===== src/hdl/tfn_pkg.sv =====
// tfn_pkg: shared constants, types and a helper function for the triangle face normal block
// no dependencies
package tfn_pkg;

    localparam int FracBits  = 14;
    localparam int ScaleTop  = 31;
    localparam int CoordW    = 16;
    localparam int EdgeW     = 17;
    localparam int CrossW    = 35;
    localparam int MagW      = 34;
    localparam int NormW     = 31;
    localparam int SumW      = 64;
    localparam int RootW     = 32;
    localparam int QuotW     = 15;
    localparam int OutW      = 16;
    localparam int InDataW   = 144;
    localparam int OutDataW  = 48;

    // per-item side information carried down the pipe
    typedef struct packed {
        logic       degen;
        logic [2:0] neg;
    } t_side;

    // bit length of a 34-bit magnitude, 0..34
    function automatic logic [5:0] bit_len(input logic [MagW-1:0] v);
        logic [5:0] n;
        n = '0;
        for (int k = 0; k < MagW; k++) begin
            if (v[k]) begin
                n = 6'(k + 1);
            end
        end
        return n;
    endfunction

endpackage


===== src/hdl/tfn_sqrt.sv =====
// tfn_sqrt: pipelined integer square root, two result bits per stage
// depends on tfn_pkg
module tfn_sqrt (
    input  logic                             i_clk,
    input  logic                             i_rst_n,
    input  logic                             i_en,
    input  logic                             i_valid,
    input  tfn_pkg::t_side                   i_side,
    input  logic [tfn_pkg::NormW-1:0]        i_m [3],
    input  logic [tfn_pkg::SumW-1:0]         i_sum,
    output logic                             o_valid,
    output tfn_pkg::t_side                   o_side,
    output logic [tfn_pkg::NormW-1:0]        o_m [3],
    output logic [tfn_pkg::RootW-1:0]        o_len
);
    localparam int Steps = tfn_pkg::RootW / 2;

    logic [tfn_pkg::SumW-1:0]   r_rem  [Steps];
    logic [tfn_pkg::RootW-1:0]  r_root [Steps];
    logic [tfn_pkg::SumW-1:0]   r_s    [Steps];
    logic [tfn_pkg::NormW-1:0]  r_m    [Steps][3];
    tfn_pkg::t_side             r_sd   [Steps];
    logic [Steps-1:0]           r_v;

    always_ff @(posedge i_clk) begin
        if (!i_rst_n) begin
            r_v <= '0;
        end else if (i_en) begin
            r_v <= {r_v[Steps-2:0], i_valid};
        end
    end

    // restoring root, two result bits per stage
    always_ff @(posedge i_clk) begin
        if (i_en) begin
            for (int st = 0; st < Steps; st++) begin
                logic [tfn_pkg::SumW-1:0]  rem;
                logic [tfn_pkg::RootW-1:0] root;
                logic [tfn_pkg::SumW-1:0]  src;
                logic [tfn_pkg::SumW+1:0]  trial;
                logic [tfn_pkg::SumW-1:0]  rr;
                rem  = (st == 0) ? '0 : r_rem[st-1];
                root = (st == 0) ? '0 : r_root[st-1];
                src  = (st == 0) ? i_sum : r_s[st-1];
                for (int j = 0; j < 2; j++) begin
                    rr    = {rem[tfn_pkg::SumW-3:0], src[tfn_pkg::SumW-1 -: 2]};
                    src   = src << 2;
                    trial = {2'b0, rr} - {{(tfn_pkg::SumW-tfn_pkg::RootW){1'b0}},
                                          root, 2'b01};
                    if (!trial[tfn_pkg::SumW+1]) begin
                        rem  = trial[tfn_pkg::SumW-1:0];
                        root = {root[tfn_pkg::RootW-2:0], 1'b1};
                    end else begin
                        rem  = rr;
                        root = {root[tfn_pkg::RootW-2:0], 1'b0};
                    end
                end
                r_rem[st]  <= rem;
                r_root[st] <= root;
                r_s[st]    <= src;
                if (st == 0) begin
                    r_m[st] <= i_m;
                end else begin
                    r_m[st] <= r_m[st-1];
                end
                r_sd[st]   <= (st == 0) ? i_side : r_sd[st-1];
            end
        end
    end

    assign o_valid = r_v[Steps-1];
    assign o_side  = r_sd[Steps-1];
    assign o_m     = r_m[Steps-1];
    assign o_len   = r_root[Steps-1];
endmodule


===== config.mk =====
export PLATFORM = sky130hd
export DESIGN_NAME = tfn_sqrt
export DESIGN_NICKNAME = d
export VERILOG_FILES = /design/src/hdl/tfn_pkg.sv /design/src/hdl/tfn_sqrt.sv
export SDC_FILE = /design/constraint.sdc
export NUM_CORES = 2
export LEC_CHECK = 0
export ABC_CLOCK_PERIOD_IN_PS = 8600
export CORE_UTILIZATION = 44
export DETAILED_ROUTE_END_ITERATION = 8
export DONT_BUFFER_PORTS = 1
export SYNTH_ARGS = -nofsm -noshare
export SYNTH_HDL_FRONTEND = slang
export SYNTH_MEMORY_MAX_BITS = 65536
export SYNTH_SLANG_ARGS = --single-unit

===== constraint.sdc =====
create_clock -name i_clk -period 8.6 [get_ports i_clk]
set_input_delay 1.29 -clock i_clk [delete_from_list [all_inputs] [get_ports i_clk]]
set_output_delay 1.29 -clock i_clk [all_outputs]
set_load 0.03 [all_outputs]

==> out/results.tsv <==
metric	value	unit
outcome	complete, but fails checks	
violations_in_the_final_reports	antenna violations, max-slew violations	
ys_seq_elements	3195	
timing.rr.start	r_rem[0][370]	
sequentialPowerShare	0.409	
final_critical_path_setup_slack	0.774	ns
coreArea	366000	µm²
max_freq	128	MHz
dp_slack	0.973	ns
netSwitchingFraction	0.336	
die_h	608	µm
power.total	50.8	mW
synth_ff_type	edfxtp_1	
cell_int_power	33.7	mW
fp.dieArea	369000	µm²
finalWirelength	415000	µm
synth_enable_flop_cells	3179	
critPathMaxFanout	22	
post-cts-setup-buffer-count	0	
port-buffer-count	0	
htree_levels	5	
route.detailed.drc	0	
sequential_cell_area	95800	µm²
die_w	608	µm
clk_latency	0.94	ns
p_switching	17.1	mW
floorplan.initialDensity	0.442	
globalRoute.totalOverflow	0	
detailedRoute.firstPassIterationCount	8	
antenna_found_initial	28	
final_period_minus_worst_setup_slack	7.83	ns
power-per-cell-area	284	nW/µm²
grt_max_degree	280	
vias_per_cell	5.68	
rsz0062_at_grt	no	
timing.hold.worst.start	r_s[0][412]	
criticalPathCategory	reg -> reg	
multiInputGateArea	61300	µm²
synthesis.nets	14200	
cts_root_buffer	clkbuf_16	
ir_worst_vdd	0.200	mV
synth.top_cell.area_share	0.591	
ys_seq_area_frac	0.593	
p_clk_frac	0.291	
post_layout_nets	14200	
row_count	222	
worstPathRequired	9.25	ns
end_kind	flip-flop	
synth.largest_area_cell	edfxtp_1	
vias	106000	
final_layout_size_suffix_gt1_frac	0.0758	
gp_routability_congestion	0.951	
antenna_left	1	
slew_viol_final	88	
wl_per_cell	22.3	µm
flow.area_growth_from_synthesis	10.5	%
final.period_utilization	0.910	
first_global_vias	102000	
setup_violations	0	
detailedPlacementHpwl	314000	µm
yosysUniqueCellTypes	110	
postCtsResizedCells	0	
slew_headroom	-0.141	
tritoncts_num_sinks	3195	
arrival	8.48	ns
worst_margin_slew	1.71	ns
finish.instance_area	178000	µm²
tritoncts	done	
cap_violations	0	
yosysWarningCount	0	
comb_power_share	0.300	
tns	0	ns
final.setup_skew	0.0804	ns
critPathLaunchType	flip-flop	
wire_length_of_the_first_global_routing_pass	625000	µm
io_pins	295	
syn-mean-instance-area	12.0	µm²
groute.usage.overall	0.218	
drtIter0Drc	8896	
cts.hold.buffers_added	0	
hp-class	reg -> reg	
cts.reportedPaths.clkPinSlew	0.06	ns
netlist_instances	13500	
placed_inst_area	167000	µm²
hold_viol_final	0	
num-fill-cells	32500	
fin_util	0.488	
post_synth_instance_area	162000	µm²
timing.critical_path.from	r_rem[0][370]	
postSynth.asyncResetShare	0	
cts_inserted_buffers	347	
maximum_clock_insertion_buffer_count	4	
yosys-top-cells-area	edfxtp_1, xnor2_1, ha_1, xor2_1, nor2_1	
power.leakage	61.9	nW
power groups by stage:
stage	Sequential, mW	Clock (mW)	Combinational (mW)
floorplan	20.2	0	11.1
global placement	21.1	0	15.1
detailed placement	21.1	0	15.0
CTS	20.7	15.3	15.1
global route	20.9	15.8	16.7
finish	20.8	14.8	15.2
worst paths after layout:
kind,slack [ns],to,cells past startpoint
setup reg to reg,0.77,r_rem[0][409],21
setup / recovery,0.77,r_rem[0][409],21
hold reg to reg,0.37,r_s[0][476],0
hold / removal,0.37,r_s[0][476],0
logic make-up after synthesis:
logic type,share of synthesized area
simple gates,0.153
flops,0.593
compound gates,0.100
xor+xnor,0.0759
buf+inv,0.0277
fa+ha+maj,0.0408
mux,0.00990
other cells,0.0000232
critical path, cell delays in order, from the launching register on:
cell	delay (ns)
edfxtp_1	0.46
or4_1	0.61
or4_1	0.63
or2_2	0.40
nor3_2	0.44
nand2_1	0.59
nor2_1	0.25
a21oi_1	0.08
ha_1	0.42
or3b_2	0.50
a21oi_1	0.15
a2111oi_0	0.11
a2111oi_0	0.78
nor2_1	0.16
a211oi_1	0.29
buf_4	0.20
nor2_1	0.07
and3_1	0.25
buf_4	0.23
or4b_1	0.64
nor3_1	0.23
xnor2_1	0.08
state kept, by name (all words and copies together) (netlist names):
signal and count:
r_v 16, r_s 480, r_sd 64, r_rem 875, r_root 272, r_m 1488
layout make-up:
cell class,count,share of cell area
clock inverters,218,0.0134
multi-input cells,9259,0.344
flip-flops and latches,3195,0.537
well taps,4816,0.0338
diodes,23,0.000323
inverters,521,0.0110
clock buffers,408,0.0505
repair buffers,203,0.0105
metal layers:
| metal | track usage | wire [µm] | vias up |
|---|---|---|---|
| li1 | - | - | 51200 |
| met4 | 0.0975 | 20200 | 2 |
| met5 | 0 | 13 | - |
| met1 | 0.278 | 176000 | 51000 |
| met3 | 0.0343 | 21800 | 765 |
| met2 | 0.365 | 198000 | 2834 |
synthesized netlist by cell type, types with 38 or more instances:
cell,number
a211o_1,39
nand4_1,293
a211oi_1,84
clkbuf_1,309
nor2b_1,124
a21oi_1,778
nor4_1,322
o21ai_0,418
and2_1,96
xor2_1,514
and4_1,44
nor2_1,1066
inv_1,510
nand2b_1,118
mux2_2,89
nor4b_1,51
a21o_1,252
nand3_1,386
o211ai_1,71
a31oi_1,89
buf_4,130
nand2_1,876
ha_1,527
mux2i_1,45
xnor2_1,885
or3_1,225
o31ai_1,89
or4_1,137
a2111oi_0,38
o31a_1,45
nand3b_1,50
edfxtp_1,3179
o21bai_1,63
or2_2,114
nand4b_1,41
buf_2,52
nor3_1,474
nor3b_1,56
o21a_1,109
and3_1,132
metrics by stage:
step,hold slack [ns],instances
5_1_grt,0.362,18600
2_1_floorplan,0.400,13500
6_report,0.368,18600
3_3_place_gp,0.400,18000
3_5_place_dp,0.405,18000
4_1_cts,0.342,18600
placed cells by master, fill, tap and decap left out, types with 132 or more instances in the layout:
| master | Yosys | final |
|---|---|---|
| and3_1 | 132 | 132 |
| or3_1 | 225 | 225 |
| o21ai_0 | 418 | 418 |
| nand2_1 | 876 | 876 |
| inv_1 | 510 | 509 |
| or4_1 | 137 | 137 |
| nand3_1 | 386 | 385 |
| nor2_1 | 1066 | 1065 |
| nor3_1 | 474 | 473 |
| a21o_1 | 252 | 252 |
| clkbuf_16 | 0 | 348 |
| ha_1 | 527 | 527 |
| buf_4 | 130 | 185 |
| xor2_1 | 514 | 514 |
| xnor2_1 | 885 | 885 |
| nor4_1 | 322 | 319 |
| edfxtp_1 | 3179 | 3179 |
| nand4_1 | 293 | 293 |
| a21oi_1 | 778 | 778 |
Power figures use the tool's default switching activity.
